### config.mk
export PLATFORM = sky130hd
export DESIGN_NAME = json_string_unescape_utf8_core
export DESIGN_NICKNAME = d
export VERILOG_FILES = /design/src/hw/rtl/jsu_pkg.sv /design/src/hw/rtl/json_string_unescape_utf8_core.sv /design/src/hw/rtl/jsu_front.sv /design/src/hw/rtl/jsu_cmd_fifo.sv /design/src/hw/rtl/jsu_back.sv
export SDC_FILE = /design/constraint.sdc
export NUM_CORES = 1
export LEC_CHECK = 0
export CAP_MARGIN = 20
export CORE_MARGIN = 2
export CORE_UTILIZATION = 60
export DETAILED_ROUTE_END_ITERATION = 8
export DONT_BUFFER_PORTS = 1
export PLACE_DENSITY = 0.76
export SLEW_MARGIN = 5
export SYNTH_ARGS = -nofsm -noshare
export SYNTH_HDL_FRONTEND = slang
export SYNTH_SLANG_ARGS = --single-unit
export TNS_END_PERCENT = 5
### constraint.sdc
create_clock -name clk -period 9 [get_ports clk]
set_clock_uncertainty 0.2 [all_clocks]
set_input_delay 0.9 -clock clk [delete_from_list [all_inputs] [get_ports clk]]
set_output_delay 0.9 -clock clk [all_outputs]
set_load 0.01 [all_outputs]
### src/hw/rtl/jsu_pkg.sv
`timescale 1ns / 1ps

package jsu_pkg;

  // Parser phases
  localparam logic [2:0] PH_IDLE        = 3'd0;
  localparam logic [2:0] PH_STR         = 3'd1;
  localparam logic [2:0] PH_ESC         = 3'd2;
  localparam logic [2:0] PH_HEX1        = 3'd3;
  localparam logic [2:0] PH_AFTER_HI    = 3'd4;
  localparam logic [2:0] PH_AFTER_HI_BS = 3'd5;
  localparam logic [2:0] PH_HEX2        = 3'd6;

  // Result kinds
  localparam logic [1:0] KIND_DATA = 2'd0;
  localparam logic [1:0] KIND_END  = 2'd1;
  localparam logic [1:0] KIND_ERR  = 2'd2;

  // Special input bytes
  localparam logic [7:0] CH_QUOTE  = 8'h22;
  localparam logic [7:0] CH_BSLASH = 8'h5C;
  localparam logic [7:0] CH_U      = 8'h75;
  localparam logic [7:0] CH_SPACE  = 8'h20;

  // One queued command: one to four results of the same kind.
  typedef struct packed {
    logic [1:0]      kind;
    logic [1:0]      last_idx;   // number of results minus one
    logic [3:0][7:0] bytes;
  } cmd_t;

endpackage

### src/hw/rtl/json_string_unescape_utf8_core.sv
`timescale 1ns / 1ps

// Channel   Ports                                  Transfer
// input     push, full, in_byte[7:0]               push && !full
// result    empty, pop, out_byte[7:0],             pop && !empty
//           out_kind[1:0], out_last
//
// One input byte per cycle while the command queue has room; the parser queues
// at most one command per byte. The result stage sends one result per cycle while
// pop is held, so a byte that becomes a four byte UTF-8 sequence gives four results.
// A byte's first result passes through the queue and the result stage register
// before it reaches the ports; full rises with QUEUE_DEPTH commands waiting.
// Reset (rst_n low, synchronous) empties queue and result stage, parser goes idle.

module json_string_unescape_utf8_core #(
  parameter int QUEUE_DEPTH = 4   // commands between parser and result stage, >= 2
) (
  input  logic       clk,
  input  logic       rst_n,
  // input channel
  input  logic       push,
  output logic       full,
  input  logic [7:0] in_byte,
  // result channel
  output logic       empty,
  input  logic       pop,
  output logic [7:0] out_byte,
  output logic [1:0] out_kind,
  output logic       out_last
);

  logic          in_xfer;     // input transfer this cycle
  logic          cmd_valid;
  jsu_pkg::cmd_t cmd;
  logic          q_empty;
  logic          q_pop;
  jsu_pkg::cmd_t q_data;

  assign in_xfer = push && !full;

  // Front: phase tracking, escape and hex decoding, UTF-8 encoding.
  jsu_front u_front (
    .clk       (clk),
    .rst_n     (rst_n),
    .acc       (in_xfer),
    .in_byte   (in_byte),
    .cmd_valid (cmd_valid),
    .cmd       (cmd)
  );

  // Queue of decoded commands; full here is what stalls the input side.
  jsu_cmd_fifo #(
    .DEPTH (QUEUE_DEPTH)
  ) u_queue (
    .clk     (clk),
    .rst_n   (rst_n),
    .wr_en   (in_xfer && cmd_valid),
    .wr_data (cmd),
    .full    (full),
    .rd_en   (q_pop),
    .rd_data (q_data),
    .empty   (q_empty)
  );

  // Back: serializes each command into one result per transfer.
  jsu_back u_back (
    .clk      (clk),
    .rst_n    (rst_n),
    .q_empty  (q_empty),
    .q_data   (q_data),
    .q_pop    (q_pop),
    .empty    (empty),
    .pop      (pop),
    .out_byte (out_byte),
    .out_kind (out_kind),
    .out_last (out_last)
  );

  // End markers and errors are always single results.
  a_marker_last: assert property (@(posedge clk) disable iff (!rst_n)
    (!empty && out_kind != jsu_pkg::KIND_DATA) |-> out_last)
    else $error("end/error result without last");

  // A multi-byte sequence never breaks up after a middle transfer.
  a_seq_continues: assert property (@(posedge clk) disable iff (!rst_n)
    (!empty && pop && !out_last) |=> !empty)
    else $error("result stream broke inside a sequence");

  // End and error markers carry a zero byte.
  a_marker_zero: assert property (@(posedge clk) disable iff (!rst_n)
    (!empty && (out_kind == jsu_pkg::KIND_END || out_kind == jsu_pkg::KIND_ERR))
      |-> (out_byte == 8'h00))
    else $error("marker result with nonzero byte");

endmodule

### src/hw/rtl/jsu_front.sv
`timescale 1ns / 1ps

module jsu_front (
  input  logic             clk,
  input  logic             rst_n,
  input  logic             acc,       // input transfer this cycle
  input  logic [7:0]       in_byte,
  output logic             cmd_valid,
  output jsu_pkg::cmd_t    cmd
);

  logic [2:0]  phase_r, phase_nxt;
  logic [1:0]  digits_r, digits_nxt;
  logic [15:0] accum_r, accum_nxt;
  logic [9:0]  hi_r, hi_nxt;

  logic        err;
  logic [4:0]  nib;
  logic [15:0] cu;
  logic [20:0] cp_pair;

  // {valid, value} of a hex digit
  function automatic logic [4:0] hex_nib(input logic [7:0] b);
    logic [4:0] r;
    r = '0;
    if (b >= 8'h30 && b <= 8'h39)      r = {1'b1, b[3:0]};
    else if ((b >= 8'h61 && b <= 8'h66) || (b >= 8'h41 && b <= 8'h46))
      r = {1'b1, b[3:0] + 4'd9};
    return r;
  endfunction

  function automatic jsu_pkg::cmd_t utf8_cmd(input logic [20:0] cp);
    jsu_pkg::cmd_t c;
    c       = '0;
    c.kind  = jsu_pkg::KIND_DATA;
    if (cp[20:7] == '0) begin
      c.last_idx = 2'd0;
      c.bytes[0] = {1'b0, cp[6:0]};
    end else if (cp[20:11] == '0) begin
      c.last_idx = 2'd1;
      c.bytes[0] = {3'b110, cp[10:6]};
      c.bytes[1] = {2'b10, cp[5:0]};
    end else if (cp[20:16] == '0) begin
      c.last_idx = 2'd2;
      c.bytes[0] = {4'b1110, cp[15:12]};
      c.bytes[1] = {2'b10, cp[11:6]};
      c.bytes[2] = {2'b10, cp[5:0]};
    end else begin
      c.last_idx = 2'd3;
      c.bytes[0] = {5'b11110, cp[20:18]};
      c.bytes[1] = {2'b10, cp[17:12]};
      c.bytes[2] = {2'b10, cp[11:6]};
      c.bytes[3] = {2'b10, cp[5:0]};
    end
    return c;
  endfunction

  assign nib     = hex_nib(in_byte);
  assign cu      = {accum_r[11:0], nib[3:0]};
  assign cp_pair = 21'h10000 + {1'b0, hi_r, cu[9:0]};

  always_comb begin
    phase_nxt  = phase_r;
    digits_nxt = digits_r;
    accum_nxt  = accum_r;
    hi_nxt     = hi_r;
    err        = 1'b0;
    cmd_valid  = 1'b0;
    cmd        = '0;
    cmd.kind   = jsu_pkg::KIND_DATA;

    unique case (phase_r)
      jsu_pkg::PH_IDLE: begin
        if (in_byte == jsu_pkg::CH_QUOTE) phase_nxt = jsu_pkg::PH_STR;
        else                              err = 1'b1;
      end
      jsu_pkg::PH_STR: begin
        if (in_byte == jsu_pkg::CH_QUOTE) begin
          cmd_valid = 1'b1;
          cmd.kind  = jsu_pkg::KIND_END;
          phase_nxt = jsu_pkg::PH_IDLE;
        end else if (in_byte == jsu_pkg::CH_BSLASH) begin
          phase_nxt = jsu_pkg::PH_ESC;
        end else if (in_byte < jsu_pkg::CH_SPACE) begin
          err = 1'b1;
        end else begin
          cmd_valid    = 1'b1;
          cmd.bytes[0] = in_byte;
        end
      end
      jsu_pkg::PH_ESC: begin
        phase_nxt = jsu_pkg::PH_STR;
        cmd_valid = 1'b1;
        unique case (in_byte)
          8'h22, 8'h5C, 8'h2F: cmd.bytes[0] = in_byte;
          8'h62:               cmd.bytes[0] = 8'h08;  // \b
          8'h66:               cmd.bytes[0] = 8'h0C;  // \f
          8'h6E:               cmd.bytes[0] = 8'h0A;  // \n
          8'h72:               cmd.bytes[0] = 8'h0D;  // \r
          8'h74:               cmd.bytes[0] = 8'h09;  // \t
          8'h75: begin
            cmd_valid  = 1'b0;
            phase_nxt  = jsu_pkg::PH_HEX1;
            digits_nxt = '0;
            accum_nxt  = '0;
          end
          default: err = 1'b1;
        endcase
      end
      jsu_pkg::PH_HEX1, jsu_pkg::PH_HEX2: begin
        if (!nib[4]) begin
          err = 1'b1;
        end else if (digits_r != 2'd3) begin
          accum_nxt  = cu;
          digits_nxt = digits_r + 2'd1;
        end else begin
          digits_nxt = '0;
          accum_nxt  = '0;
          if (phase_r == jsu_pkg::PH_HEX1) begin
            if (cu[15:10] == 6'b110110) begin
              hi_nxt    = cu[9:0];
              phase_nxt = jsu_pkg::PH_AFTER_HI;
            end else if (cu[15:10] == 6'b110111) begin
              err = 1'b1;                    // lone low surrogate
            end else begin
              cmd_valid = 1'b1;
              cmd       = utf8_cmd({5'd0, cu});
              phase_nxt = jsu_pkg::PH_STR;
            end
          end else begin
            if (cu[15:10] != 6'b110111) begin
              err = 1'b1;                    // second unit not a low surrogate
            end else begin
              cmd_valid = 1'b1;
              cmd       = utf8_cmd(cp_pair);
              hi_nxt    = '0;
              phase_nxt = jsu_pkg::PH_STR;
            end
          end
        end
      end
      jsu_pkg::PH_AFTER_HI: begin
        if (in_byte == jsu_pkg::CH_BSLASH) phase_nxt = jsu_pkg::PH_AFTER_HI_BS;
        else                               err = 1'b1;
      end
      jsu_pkg::PH_AFTER_HI_BS: begin
        if (in_byte == jsu_pkg::CH_U) begin
          phase_nxt  = jsu_pkg::PH_HEX2;
          digits_nxt = '0;
          accum_nxt  = '0;
        end else begin
          err = 1'b1;
        end
      end
      default: err = 1'b1;
    endcase

    if (err) begin
      cmd_valid  = 1'b1;
      cmd        = '0;
      cmd.kind   = jsu_pkg::KIND_ERR;
      phase_nxt  = jsu_pkg::PH_IDLE;
    end
    if (phase_nxt == jsu_pkg::PH_IDLE) begin
      digits_nxt = '0;
      accum_nxt  = '0;
      hi_nxt     = '0;
    end
  end

  always_ff @(posedge clk) begin
    if (!rst_n) begin
      phase_r  <= jsu_pkg::PH_IDLE;
      digits_r <= '0;
      accum_r  <= '0;
      hi_r     <= '0;
    end else if (acc) begin
      phase_r  <= phase_nxt;
      digits_r <= digits_nxt;
      accum_r  <= accum_nxt;
      hi_r     <= hi_nxt;
    end
  end

endmodule

### src/hw/rtl/jsu_cmd_fifo.sv
`timescale 1ns / 1ps

module jsu_cmd_fifo #(
  parameter int DEPTH = 4   // at least 2
) (
  input  logic          clk,
  input  logic          rst_n,
  input  logic          wr_en,
  input  jsu_pkg::cmd_t wr_data,
  output logic          full,
  input  logic          rd_en,
  output jsu_pkg::cmd_t rd_data,
  output logic          empty
);

  localparam int AW = $clog2(DEPTH);
  localparam int CW = $clog2(DEPTH + 1);

  jsu_pkg::cmd_t  mem_r [DEPTH];
  logic [AW-1:0]  wr_ptr_r, rd_ptr_r;
  logic [CW-1:0]  count_r;
  logic           do_wr, do_rd;

  assign full    = (count_r == CW'(DEPTH));
  assign empty   = (count_r == '0);
  assign do_wr   = wr_en && !full;
  assign do_rd   = rd_en && !empty;
  assign rd_data = mem_r[rd_ptr_r];

  always_ff @(posedge clk) begin
    if (do_wr) mem_r[wr_ptr_r] <= wr_data;
  end

  always_ff @(posedge clk) begin
    if (!rst_n) begin
      wr_ptr_r <= '0;
      rd_ptr_r <= '0;
      count_r  <= '0;
    end else begin
      if (do_wr) wr_ptr_r <= (wr_ptr_r == AW'(DEPTH - 1)) ? '0 : wr_ptr_r + 1'b1;
      if (do_rd) rd_ptr_r <= (rd_ptr_r == AW'(DEPTH - 1)) ? '0 : rd_ptr_r + 1'b1;
      if (do_wr && !do_rd)      count_r <= count_r + 1'b1;
      else if (do_rd && !do_wr) count_r <= count_r - 1'b1;
    end
  end

endmodule

### src/hw/rtl/jsu_back.sv
`timescale 1ns / 1ps

module jsu_back (
  input  logic          clk,
  input  logic          rst_n,
  input  logic          q_empty,
  input  jsu_pkg::cmd_t q_data,
  output logic          q_pop,
  output logic          empty,
  input  logic          pop,
  output logic [7:0]    out_byte,
  output logic [1:0]    out_kind,
  output logic          out_last
);

  jsu_pkg::cmd_t cur_r;
  logic          cur_valid_r;
  logic [1:0]    pos_r;
  logic          done;     // current command fully transferred this cycle

  assign empty    = !cur_valid_r;
  assign out_byte = cur_r.bytes[pos_r];
  assign out_kind = cur_r.kind;
  assign out_last = (pos_r == cur_r.last_idx);

  assign done  = cur_valid_r && pop && out_last;
  assign q_pop = !q_empty && (!cur_valid_r || done);

  always_ff @(posedge clk) begin
    if (q_pop) cur_r <= q_data;
  end

  always_ff @(posedge clk) begin
    if (!rst_n) begin
      cur_valid_r <= 1'b0;
      pos_r       <= '0;
    end else if (q_pop) begin
      cur_valid_r <= 1'b1;
      pos_r       <= '0;
    end else if (done) begin
      cur_valid_r <= 1'b0;
      pos_r       <= '0;
    end else if (cur_valid_r && pop) begin
      pos_r <= pos_r + 2'd1;
    end
  end

endmodule

==> run summary, run 1 <==
Post-CTS repair changed the size of 0 cells. The first global-routing pass estimated 33600 um of wire. The element type at the critical path end is a flip-flop. The clock tree synthesis step divided the H-tree into 4 levels.

The count of TritonRoute iterations in the first routing pass came out at 5. In the synthesized netlist the dominant register cell turns out to be edfxtp_1. The largest fanout on the critical path was 9. In this run switching power makes up 26.2% of total power. Setup repair after global routing left no endpoint under its margin. The tools report the I/O pin count as 25. For this design, the CTS-stage hold fixing added 0 buffers. Initial antenna violation count: 0. The design draws 0.00248 W. The clock slew seen by the registers of the worst setup and hold paths was 70 ps; the site row count was 45.

At the worst endpoint, the arrival time is 4850 ps. In the final layout, the multi-input gates occupy 0.00343 mm2. After synthesis the netlist holds a flip-flop and latch count of 197. The clock period minus worst slack was 4700 ps. Horizontal die dimension: 128 um. The worst register-to-register path begins at u_front.phase_r[2].

Required time at the worst-slack endpoint: 9150 ps. The final RePlAce weighted congestion came out at 0.892. The measured slew at the worst slew-check pin is 947 ps, and the half-perimeter wire length of the detailed placement result is 14200 um. Using the TritonRoute via totals, the vias-per-cell ratio works out to 6.69. In this run the static leakage power is 3.16 nW. Total DRC errors in the routed layout: 0. The worst reg-to-reg path cell count was 12. The end of the worst hold path was u_front.digits_r[1]. Total number of nets in the final design: 692.

The setup violation total in the final timing report is 0. The aggregate global-route resource usage is 27.8%. The most critical setup path has its startpoint at in_byte[1]. In the finished design, the share of the clock period the worst path needs comes to 52.2%. In the final layout, flip-flops and latches occupy 0.00555 mm2. The analysis attributes to net switching a power of 0.000650 W. The routed wire length per instance is 24.9 um, and the hold violation total from the final report is 0. At the later pin of the worst-skew pair, clock insertion delay measures 430 ps.

The number of antenna diodes in the final layout is 0. Summing the sequential cell areas from Yosys gives 60.1% of the chip area. The synthesized cell area is 0.00923 mm2. The post-route netlist has 14.3% of its cells at a drive strength greater than 1. After technology mapping, the gate count stands at 680. Counting flops with a built-in enable in the synthesized netlist gives 160. The relative contribution of sequential cells to total power was 49.5%; the die outline height was 128 um. TritonCTS built the clock tree.

After clock tree synthesis, the setup repair step added 0 buffers. The layout overhead on the synthesized area was 7.92%. Floorplan core area: 0.0151 mm2. The worst path meets setup with 4300 ps of slack.

Once layout is complete, the cells apart from fillers number 865. The kind of critical path was in -> reg. TritonCTS buffer count: 17. The tools report the clock root buffer as clkbuf_16. For the slack of the worst reg-to-reg path, the log shows 4770 ps.

The logs give 36.5% for the relative max-transition margin and 3910 ps for the placement-stage worst setup slack. After synthesis, the mean cell area works out to 13.6 um2. The flow ran to the end, and the final reports show no timing, DRC or antenna violations.

Via count of the first global-routing pass: 5785. The tools report the power share of the combinational group as 19.2%. Total placed cells including tap cells: 834. The tightest min-delay check is of the reg -> reg type. The final count of pins violating max slew is 0. The number of max-capacitance violations reported was 0. The longest clock path from root to sink contains 2 buffers.

The count of yosys warnings during synthesis is 0, and the remaining antenna violation count after routing is 0. The die covers 0.0164 mm2. Summed over all layers, the global routing overflow is 0. The starting density of the core is 61.1%, and the number of nets in the synthesized netlist is 707. The final-layout fill cell count was 1049; the number of distinct standard cells referenced by the synthesized netlist was 73.

After the first detailed-routing iteration, the DRC count stood at 631. The capture instance of the worst register-to-register path was u_queue.count_r[2]. The areal power density over the cells was 249 mW/mm2.

Number of sinks handled by clock tree synthesis: 197. The run gives 0.00183 W as the internal power component. The tools report the launch point of the worst hold path as u_front.digits_r[1]. For the number of vias in the routed layout, the log shows 5791. The achievable frequency was 213 MHz. The number of stages on the worst hold path works out to 1. Entering global routing, the biggest net connects 36 pins.

The run gives 21500 um as the routed wire length. The count of buffers added on input and output ports is 0. In the synthesized netlist the async set-or-reset flop fraction comes to 0%.

The run gives 0.149 mV as the highest ir drop seen on vdd. The startpoint kind of the worst setup timing path is an input port. Of the total power, the clock network draws 31.2%. The tools report the sum of negative setup slack as 0 ps.
## layout make-up
type | instances | area share [%]
sequential | 197 | 55.7
multi-input combinational | 421 | 34.5
clock buffer | 20 | 4.39
tap | 188 | 2.36
clock inverter | 11 | 1.70
inverter | 19 | 0.716
timing repair buffer | 9 | 0.679
## cells in the final DEF (no fill, tap or decap), drive strengths merged, types with 9 or more instances in the layout
cell type	Yosys	final
edfxtp	160	160
nand2	53	53
nor2	46	46
mux4	39	39
dfxtp	37	37
o21ai	33	33
a21oi	27	27
inv	19	24
clkbuf	30	20
a32o	14	14
ha	14	14
a21boi	13	13
and2	13	13
o211ai	13	13
nand3	12	12
nor3	12	12
or3	10	10
nor2b	9	9
a211oi	9	9
buf	13	9
## Yosys cell counts (all sizes together), types with 5 or more instances
cell type | count | share of area (%)
nand3b | 5 | 0.41
inv | 19 | 0.77
mux2i | 6 | 0.65
nand3 | 12 | 0.65
mux4 | 39 | 9.5
dfxtp | 37 | 8.0
a21oi | 27 | 1.5
nand4 | 5 | 0.34
clkbuf | 30 | 1.2
o21ai | 33 | 2.1
and2 | 13 | 0.88
nand2 | 53 | 2.2
nor2 | 46 | 1.9
a211oi | 9 | 0.73
a22oi | 8 | 0.65
buf | 13 | 0.72
or3 | 10 | 0.68
a21boi | 13 | 1.1
edfxtp | 160 | 52
nor3b | 5 | 0.41
and3 | 5 | 0.34
o211ai | 13 | 1.1
nand2b | 8 | 0.54
ha | 14 | 1.9
a32o | 14 | 1.5
nor3 | 12 | 0.65
nor2b | 9 | 0.61
## critical path, cell delays in order
cell       delay, ps
inv_1             80
ha_1             200
o21bai_1         120
a2111oi_4        660
o21ai_4          160
nor2_1           460
o21ai_0          310
a31oi_2          490
ha_1             290
inv_1             80
fa_1             440
xor2_1           180
or3_1            310
a21boi_0         160
## power groups by stage
stage | Combinational (W) | Sequential (W) | Clock, W
4_1_cts | 0.000484 | 0.00123 | 0.000786
6_report | 0.000477 | 0.00123 | 0.000774
5_1_grt | 0.000516 | 0.00124 | 0.000819
3_5_place_dp | 0.000477 | 0.00124 | 0
3_3_place_gp | 0.000460 | 0.00123 | 0
2_1_floorplan | 0.000378 | 0.00122 | 0
## per-stage QoR
stage                     utilization [%]  instance area (um2)  hold slack (ps)
final                                66.0                 9960              308
after global placement               62.0                 9350              261
after CTS                            66.0                 9960              303
after floorplan                         -                 9230              253
after global routing                 66.0                 9960              331
after detailed placement             62.0                 9350              288
## worst max path at each step
stage / to / cells after the start
2_1_floorplan: u_queue.count_r[2] / 14
3_3_place_gp: u_queue.count_r[2] / 14
3_5_place_dp: u_queue.count_r[2] / 14
4_1_cts: u_queue.count_r[2] / 14
5_1_grt: u_queue.count_r[2] / 14
6_report: u_queue.count_r[2] / 14
## routing by layer
metal / share of wire [%] / vias to the layer above / GRT usage (%)
li1: - / 2615 / -
met1: 42 / 2950 / 37.7
met2: 50 / 197 / 45.1
met3: 5.3 / 29 / 5.59
met4: 2.1 / 0 / 10.0
met5: 0 / - / 0
## kinds of logic after synthesis
logic type / after synthesis / share of synthesized area [%]
AOI/OAI and AO/OA: 156 / 13.2
xor gates and xnor gates: 7 / 0.665
adders and majority gates: 15 / 2.12
buffers and inverters: 62 / 2.71
DFF: 197 / 60.1
muxes: 45 / 10.2
and+or+nand+nor: 198 / 11.1
## state kept, by name (all words and copies together) (netlist names)
register / flops
u_queue.mem_r: 128
u_back.cur_r: 30
u_front.accum_r: 12
u_front.hi_r: 10
u_front.phase_r: 3
u_queue.count_r: 3
u_back.out_kind: 2
u_back.pos_r: 2
u_front.digits_r: 2
u_queue.rd_ptr_r: 2
u_queue.wr_ptr_r: 2
u_back.cur_valid_r: 1
Power figures use the tool's default switching activity.
==> run 2: changes to the inputs <==
--- a/config.mk
+++ b/config.mk
@@ -7,10 +7,10 @@
 export LEC_CHECK = 0
 export CAP_MARGIN = 20
 export CORE_MARGIN = 2
-export CORE_UTILIZATION = 60
+export CORE_UTILIZATION = 57
 export DETAILED_ROUTE_END_ITERATION = 8
 export DONT_BUFFER_PORTS = 1
-export PLACE_DENSITY = 0.76
+export PLACE_DENSITY = 0.75
 export SLEW_MARGIN = 5
 export SYNTH_ARGS = -nofsm -noshare
 export SYNTH_HDL_FRONTEND = slang
==> constraint.sdc (replaced) <==
create_clock -name clk -period 3.91 [get_ports clk]
set_clock_uncertainty 0.2 [all_clocks]
set_input_delay 0.391 -clock clk [delete_from_list [all_inputs] [get_ports clk]]
set_output_delay 0.391 -clock clk [all_outputs]
set_load 0.01 [all_outputs]
==> run summary, run 2 (same netlist as run 1, synthesis figures left out) <==
The final critical-path setup slack was 374 ps (-3920 ps); the remaining antenna violation count after routing was 0 (unchanged). The run gives 713 (+3.0%) as the total number of nets in the final design. The run gives 5710 (-1.3%) as the via count of the first global-routing pass. The clock slew seen by the registers of the worst setup and hold paths is 70 ps (about the same), and the leakage power is 3.27 nW (+3.3%). The initial antenna violation count was 0 (unchanged); the largest incremental delay on the critical path was 470 ps (-190 ps). Traced cell by cell, the critical path runs through nor2b_1 > and2_1 > and4_1 > a211oi_1 > and2_1 > a31oi_2 > ha_1 > inv_1 > fa_1 > xor2_1 > or3_1 > a21boi_0. Count of buffer and inverter cells on the critical path: 1 (-1). The tools report the floorplan core area as 0.0158 mm2 (+4.9%). Uppermost signal routing layer after detailed routing: met4. The highest ir drop seen on vdd is 0.318 mV (+110%). The number of buffers on the longest clock path is 2 (unchanged), and the relative max-transition margin is 39.3% (+2.9 points). The tools report the switching power summed over all nets as 0.00145 W (+120%). The areal power density over the cells is 557 mW/mm2 (+120%), and the net switching fraction of the power is 25.7% (-0.54 points). The antenna diode instance count came out at 0 (unchanged). The fraction of final layout cells sized beyond drive strength 1 works out to 16.5% (+2.1 points). Tracing the worst setup path back leads to its startpoint at u_front.phase_r[0]. The final-layout fill cell count came out at 1155 (+10%).

The top cell types in the final layout, fill and taps aside, are edfxtp_1, nand2_1, nor2_1. The run gives 64.1% (-1.8 points) as the fraction of the core area covered by cells at the end of the flow. The horizontal die dimension works out to 131 um (+2.5%). The logs give 25 (unchanged) for the I/O pin count and 18.7% (-0.5 points) for the power share of the combinational group. The total placed cells including tap cells is 880 (+5.5%), and the internal power component is 0.00421 W (+130%). The relative contribution of sequential cells to total power was 50.4% (+0.9 points). The routed wire length is 20200 um (-5.9%).

The dominant delay contributor by cell family on the critical path was simple AND/OR/NAND/NOR gates. The tools report the final count of pins violating max slew as 0 (unchanged). The path class of the tightest hold or removal check is in -> reg. STA classifies the critical path startpoint as a flip-flop.

Number of buffers inserted to repair setup after CTS: 0 (unchanged). Setup repair after global routing left no endpoint under its margin. The tools report the setup violation total in the final timing report as 0 (unchanged).

The routed wire length per instance is 22.1 um (-11%), and the number of cells in the finished layout apart from fillers is 915 (+5.8%). The number of vias in the routed layout is 5796 (+0.086%). The tools report the number of sinks handled by clock tree synthesis as 197 (unchanged).

Detailed-route vias per instance: 6.33 (-5.4%). The run finished with clean final reports. The required time at the worst-slack endpoint came out at 4070 ps (-5080 ps). The clock latency at the later pin of the worst-skew pair came out at 430 ps (about the same). The clock period minus worst slack was 3540 ps; the pin count of the biggest net entering global routing was 34 (-5.6%). The tools report the final RePlAce weighted congestion as 0.953 (+6.8%).

The run gives 0.0172 mm2 (+5.1%) as the area enclosed by the die boundary. The die outline height came out at 131 um (+2.5%). For the aggregate global-route resource usage, the log shows 24.5% (-3.2 points). The starting density of the core was 58.3% (-2.9 points).

The logs give 0 (unchanged) for the number of max-capacitance violations reported and 13600 um (-3.9%) for the half-perimeter wire length of the detailed placement result. The quantity of I/O buffers inserted on ports is 0 (unchanged). The largest registers in the layout are u_queue.mem_r: 128 flops, u_back.cur_r: 30 flops, u_front.accum_r: 12 flops. Static timing analysis puts the maximum clock frequency at 283 MHz. The kind of critical path is reg -> reg. The worst setup path is captured at a flip-flop. The total power was 0.00566 W (+130%); the site row count was 46 (+2.2%). The worst register-to-register path begins at u_front.phase_r[0].

The largest fanout on the critical path works out to 11 (+2). TritonCTS built the clock tree. Depth of the CTS H-tree: 4 (unchanged).

Detailed-route wire length on metal 1: 8610 um (-5.4%). The root buffer cell chosen for the clock tree is clkbuf_16. In this design, the critical path's most frequently occurring cell is and2_1.

The measured slew at the worst slew-check pin is 903 ps (-43.8 ps), and the hold violation total from the final report is 0 (unchanged). The number of DRC markers after the initial detailed-route iteration came out at 753 (+19%). The library cell used most frequently in the layout, excluding fill and tap cells, is edfxtp_1. The part of the total power dissipated in the clock network was 30.9% (-0.3 points).

In this run the most critical hold path is launched from rst_n. Data arrival time of the worst path: 3700 ps (-1150 ps). Sum of negative setup slack: 0 ps (unchanged).

The register with the most flip-flops in the final layout is u_queue.mem_r. The layout overhead on the synthesized area works out to 10.0%. The flip-flop count of the largest register, all copies and words added was 128 (unchanged).

The tools report the sum of met2 wire segment lengths after detailed routing as 10200 um (-5.5%). Dividing the final minimum period by the clock period gives 90.4%. The first-pass GRT wire length was 32500 um (-3.4%).

The cell type of the slowest stage on the worst timing path was nor2b_1. For the count of TritonRoute iterations in the first routing pass, the log shows 5 (unchanged). The total DRC errors in the routed layout was 0 (unchanged).

The placement-stage worst setup slack was 86.0 ps (-3820 ps); the TritonCTS buffer count was 17 (unchanged). The total overflow reported by the global router is 0 (unchanged), and the met3 wirelength from detailed routing is 1170 um (+3.0%).
[run 2: cell types whose count changed in the layout (fill, tap and decap cells not counted)]
cell	previous run	this run
clkinv_1	0	2
clkinv_2	0	2
inv_8	2	1
inv_6	3	2
dlygate4sd3_1	0	2
clkinvlp_2	1	0
clkinv_4	1	2
clkinv_8	1	0
buf_12	0	1
buf_4	9	27
[run 2: layout make-up]
class                           instances  area [um2]  share of cell area [%]
Clock inverter                         12         154                    1.52
Sequential cell                       197        5550                    54.6
Clock buffer                           20         437                    4.30
Multi-Input combinational cell        421        3430                    33.8
Tap cell                              216         270                    2.66
Timing Repair Buffer                   30         243                    2.39
Inverter                               19        71.3                   0.702
[run 2: worst register-to-register path, delay by kind of cell, from the launching register on]
family	cells	cell delay (ps)
adder cells (fa/ha/maj)	2	690
flip-flops	1	430
AND/OR/NAND/NOR	5	1400
buffers and inverters	1	70
AO/OA/AOI/OAI	3	480
XOR/XNOR	1	190
[run 2: path summary, 6_finish.rpt]
path / endpoint / slack, ps / cells after the start
worst max-delay path: u_queue.count_r[2] / 370 / 12
worst min-delay path: u_front.hi_r[2] / 80 / 2
worst max register to register: u_queue.count_r[2] / 370 / 12
worst min register to register: u_front.digits_r[1] / 300 / 1
[run 2: metal layers]
metal	track usage, %	up-vias
met1	33.4	2893
met5	0	-
met2	41.2	214
met3	4.86	20
li1	-	2669
met4	6.04	0
[run 2: timing repair]
item | 4_1_cts | 5_1_grt
gates resized for setup | 0 | 0
hold endpoints to repair | 33 | 0
hold buffers | 3 | 0
[run 2: stage by stage]
stage	area [um2]	hold WS, ps
6_report	10200	78.0
5_1_grt	10200	70.8
4_1_cts	10200	63.9
2_1_floorplan	9230	253
3_5_place_dp	9520	277
3_3_place_gp	9520	265
[run 2: power by group through the flow]
stage / clock, W / sequential [W] / combinational [W]
global placement: 0 / 0.00288 / 0.00104
detailed placement: 0 / 0.00290 / 0.00106
floorplan: 0 / 0.00281 / 0.000870
global route: 0.00186 / 0.00289 / 0.00116
CTS: 0.00178 / 0.00286 / 0.00108
finish: 0.00175 / 0.00285 / 0.00106
==> run 3: changes to the inputs <==
--- a/config.mk
+++ b/config.mk
@@ -5,12 +5,11 @@
 export SDC_FILE = /design/constraint.sdc
 export NUM_CORES = 1
 export LEC_CHECK = 0
+export BUFFER_PORTS_ARGS = -buffer_cell sky130_fd_sc_hd__buf_2
 export CAP_MARGIN = 20
 export CORE_MARGIN = 2
-export CORE_UTILIZATION = 57
+export CORE_UTILIZATION = 35
 export DETAILED_ROUTE_END_ITERATION = 8
-export DONT_BUFFER_PORTS = 1
-export PLACE_DENSITY = 0.75
 export SLEW_MARGIN = 5
 export SYNTH_ARGS = -nofsm -noshare
 export SYNTH_HDL_FRONTEND = slang
==> run summary, run 3 (same netlist as run 1, synthesis figures left out) <==
Sum of negative setup slack: 0 ps (unchanged). The startpoint identified for the worst hold timing path is pop. The run gives 0.298 mV (-6.2%) as the highest ir drop seen on vdd.

Starting density of the core: 35.5% (-23 points). The flip-flop count of the largest register, all copies and words added came out at 128 (unchanged). The run gives 420 ps (+40 ps) as the slack of the worst reg-to-reg path. The half-perimeter wire length of the detailed placement result came out at 14200 um (+4.4%). The first-pass GRT wire length is 32200 um (-0.64%), and the setup violation total in the final timing report is 0 (unchanged). The tools report the total number of nets in the final design as 741 (+3.9%). In the final layout, the registers with the most flip-flops are u_queue.mem_r: 128 flops, u_back.cur_r: 30 flops, u_front.accum_r: 12 flops.

Floorplan core area: 0.0260 mm2 (+64%). Clock latency at the later pin of the worst-skew pair: 440 ps (about the same). Leaving out fill and tap cells, the most frequent cell in the layout is edfxtp_1.

The startpoint identified for the worst register-to-register timing path is u_front.phase_r[0]. The clock period minus worst slack works out to 3490 ps (-41.1 ps). The quantity of I/O buffers inserted on ports is 24 (+24). Element type at the critical path end: a flip-flop. The tools report the aggregate global-route resource usage as 15.0% (-9.5 points). The top register by number of flip-flops is u_queue.mem_r.

Setup repair after global routing left no endpoint under its margin. The logs give 4080 ps (about the same) for the required time at the worst-slack endpoint and 5817 (+0.36%) for the number of vias in the routed layout. Quantity of gates resized following cts: 0 (unchanged). Remaining antenna violation count after routing: 0 (unchanged).

The fraction of final layout cells sized beyond drive strength 1 is 20.6% (+4.2 points). The total DRC errors in the routed layout was 0 (unchanged). The tools report the worst hold slack across all endpoints as 44.7 ps (-33.3 ps). The run gives 25 (unchanged) as the I/O pin count.

For the number of buffers inserted to repair setup after CTS, the log shows 0 (unchanged). The relative max-transition margin was 33.9% (-5.4 points). The achievable frequency was 286 MHz (+1.2%); the clock slew seen by the registers of the worst setup and hold paths was 80 ps (about the same). The worst reg-to-reg path cell count was 11 (-1). Clock root buffer: clkbuf_16. Hold violation total from the final report: 0 (unchanged).

The run gives 4 (unchanged) as the depth of the CTS H-tree. The leakage power came out at 3.39 nW (+3.7%). The run gives 36 (+5.9%) as the pin count of the biggest net entering global routing. In the layout the commonest cells are edfxtp_1, nand2_1, nor2_1. The measured slew at the worst slew-check pin works out to 990 ps (+87.1 ps). The type of the tightest min-delay check is in -> reg.

For the routed wire length, the log shows 20300 um (+0.41%). The run finished with clean final reports. The logs give 3660 ps (-40 ps) for the data arrival time of the worst path and 0 (unchanged) for the total overflow reported by the global router.

The areal power density over the cells was 544 mW/mm2 (-2.4%); the largest fanout on the critical path was 11 (unchanged). The run gives 0 (unchanged) as the antenna diode instance count. Capture instance of the worst register-to-register path: u_queue.count_r[2].

The routed wire length per instance is 19.1 um (-13%), and the site row count is 59 (+28%). The number of max-capacitance violations reported came out at 0 (unchanged). The number of sinks handled by clock tree synthesis was 197 (unchanged); the number of stages on the worst hold path was 3 (+1). The initial antenna violation count is 0 (unchanged), and the TritonCTS buffer count is 17 (unchanged). The via count of the first global-routing pass was 5727 (+0.30%).

Kind of critical path: reg -> reg. TritonCTS built the clock tree. The final clock period utilization by the worst path is 89.4% (-1.1 points), and the horizontal die dimension is 166 um (+27%). The count of TritonRoute iterations in the first routing pass was 5 (unchanged); the detailed-route vias per instance was 5.48 (-14%). The logs give 0.0277 mm2 (+61%) for the area enclosed by the die boundary and 0 (unchanged) for the final count of pins violating max slew. The tools report the startpoint kind of the worst setup timing path as a flip-flop.

Final RePlAce weighted congestion: 0.875 (-8.2%). Relative to the synthesized area, the layout overhead comes to 13.2%. The run gives 2 (unchanged) as the number of buffers on the longest clock path. The path with the worst hold slack has its endpoint at u_back.pos_r[0].

For the number of DRC markers after the initial detailed-route iteration, the log shows 467 (-38%). The die outline height came out at 166 um (+27%). The tools report the number of hold-repair buffers added at the cts stage as 0 (-3).
## run 3: cell types whose count changed in the layout (fill, tap and decap cells not counted), moves of 3 or more
cell,before,now
buf_2,0,24
clkinv_8,0,5
bufinv_16,3,0
clkbuf_1,3,0
buf_4,27,34
## run 3: critical path, cell delays in order, from the launching register on
cell      delay, ps
dfxtp_1         550
nor2b_1         270
o21ai_0         260
or3_1           420
and2_1          190
a31oi_2         160
ha_1            210
inv_1            70
fa_1            440
xor2_1          170
or3_1           300
a21boi_0        170
## run 3: layout make-up
class / count / area, um2
Multi-Input combinational cell: 421 / 3430
Clock inverter: 15 / 176
Inverter: 19 / 71.3
Clock buffer: 17 / 425
Timing Repair Buffer: 58 / 375
Tap cell: 335 / 419
Sequential cell: 197 / 5550
Fill cell: 2462 / 15500
## run 3: how the worst max path moves through the flow
stage,from,end,slack [ps],cells after the start
after floorplan,in_byte[1],u_queue.count_r[2],30,14
after global placement,in_byte[0],u_queue.count_r[2],220,15
after detailed placement,in_byte[0],u_queue.count_r[2],110,15
after CTS,u_front.phase_r[0],u_queue.count_r[2],390,11
after global routing,u_front.phase_r[0],u_queue.count_r[2],120,11
final,u_front.phase_r[0],u_queue.count_r[2],420,11
## run 3: routing by layer
layer / part of all wire, % / track usage [%]
met1: 46 / 20.1
met2: 48 / 24.6
met3: 4.8 / 3.55
met4: 1.4 / 3.82
met5: 0 / 0
## run 3: power by group
part,internal (W),leakage (nW),switching [W]
registers,0.00270,1.70,0.000161
clock network,0.000867,0.295,0.000853
logic,0.000550,1.40,0.000555
## run 3: per-stage QoR
stage / std cells / worst slack (ps) / power [W] / util (%) / instance area, um2
final: 1062 / 415 / 0.00568 / 40.2 / 10400
after global routing: 1062 / 119 / 0.00597 / 40.2 / 10400
after CTS: 1062 / 392 / 0.00577 / 40.2 / 10400
after detailed placement: 1030 / 112 / 0.00405 / 37.9 / 9840
after global placement: 1030 / 222 / 0.00402 / 37.9 / 9840
after floorplan: 680 / 33.1 / 0.00368 / - / 9230
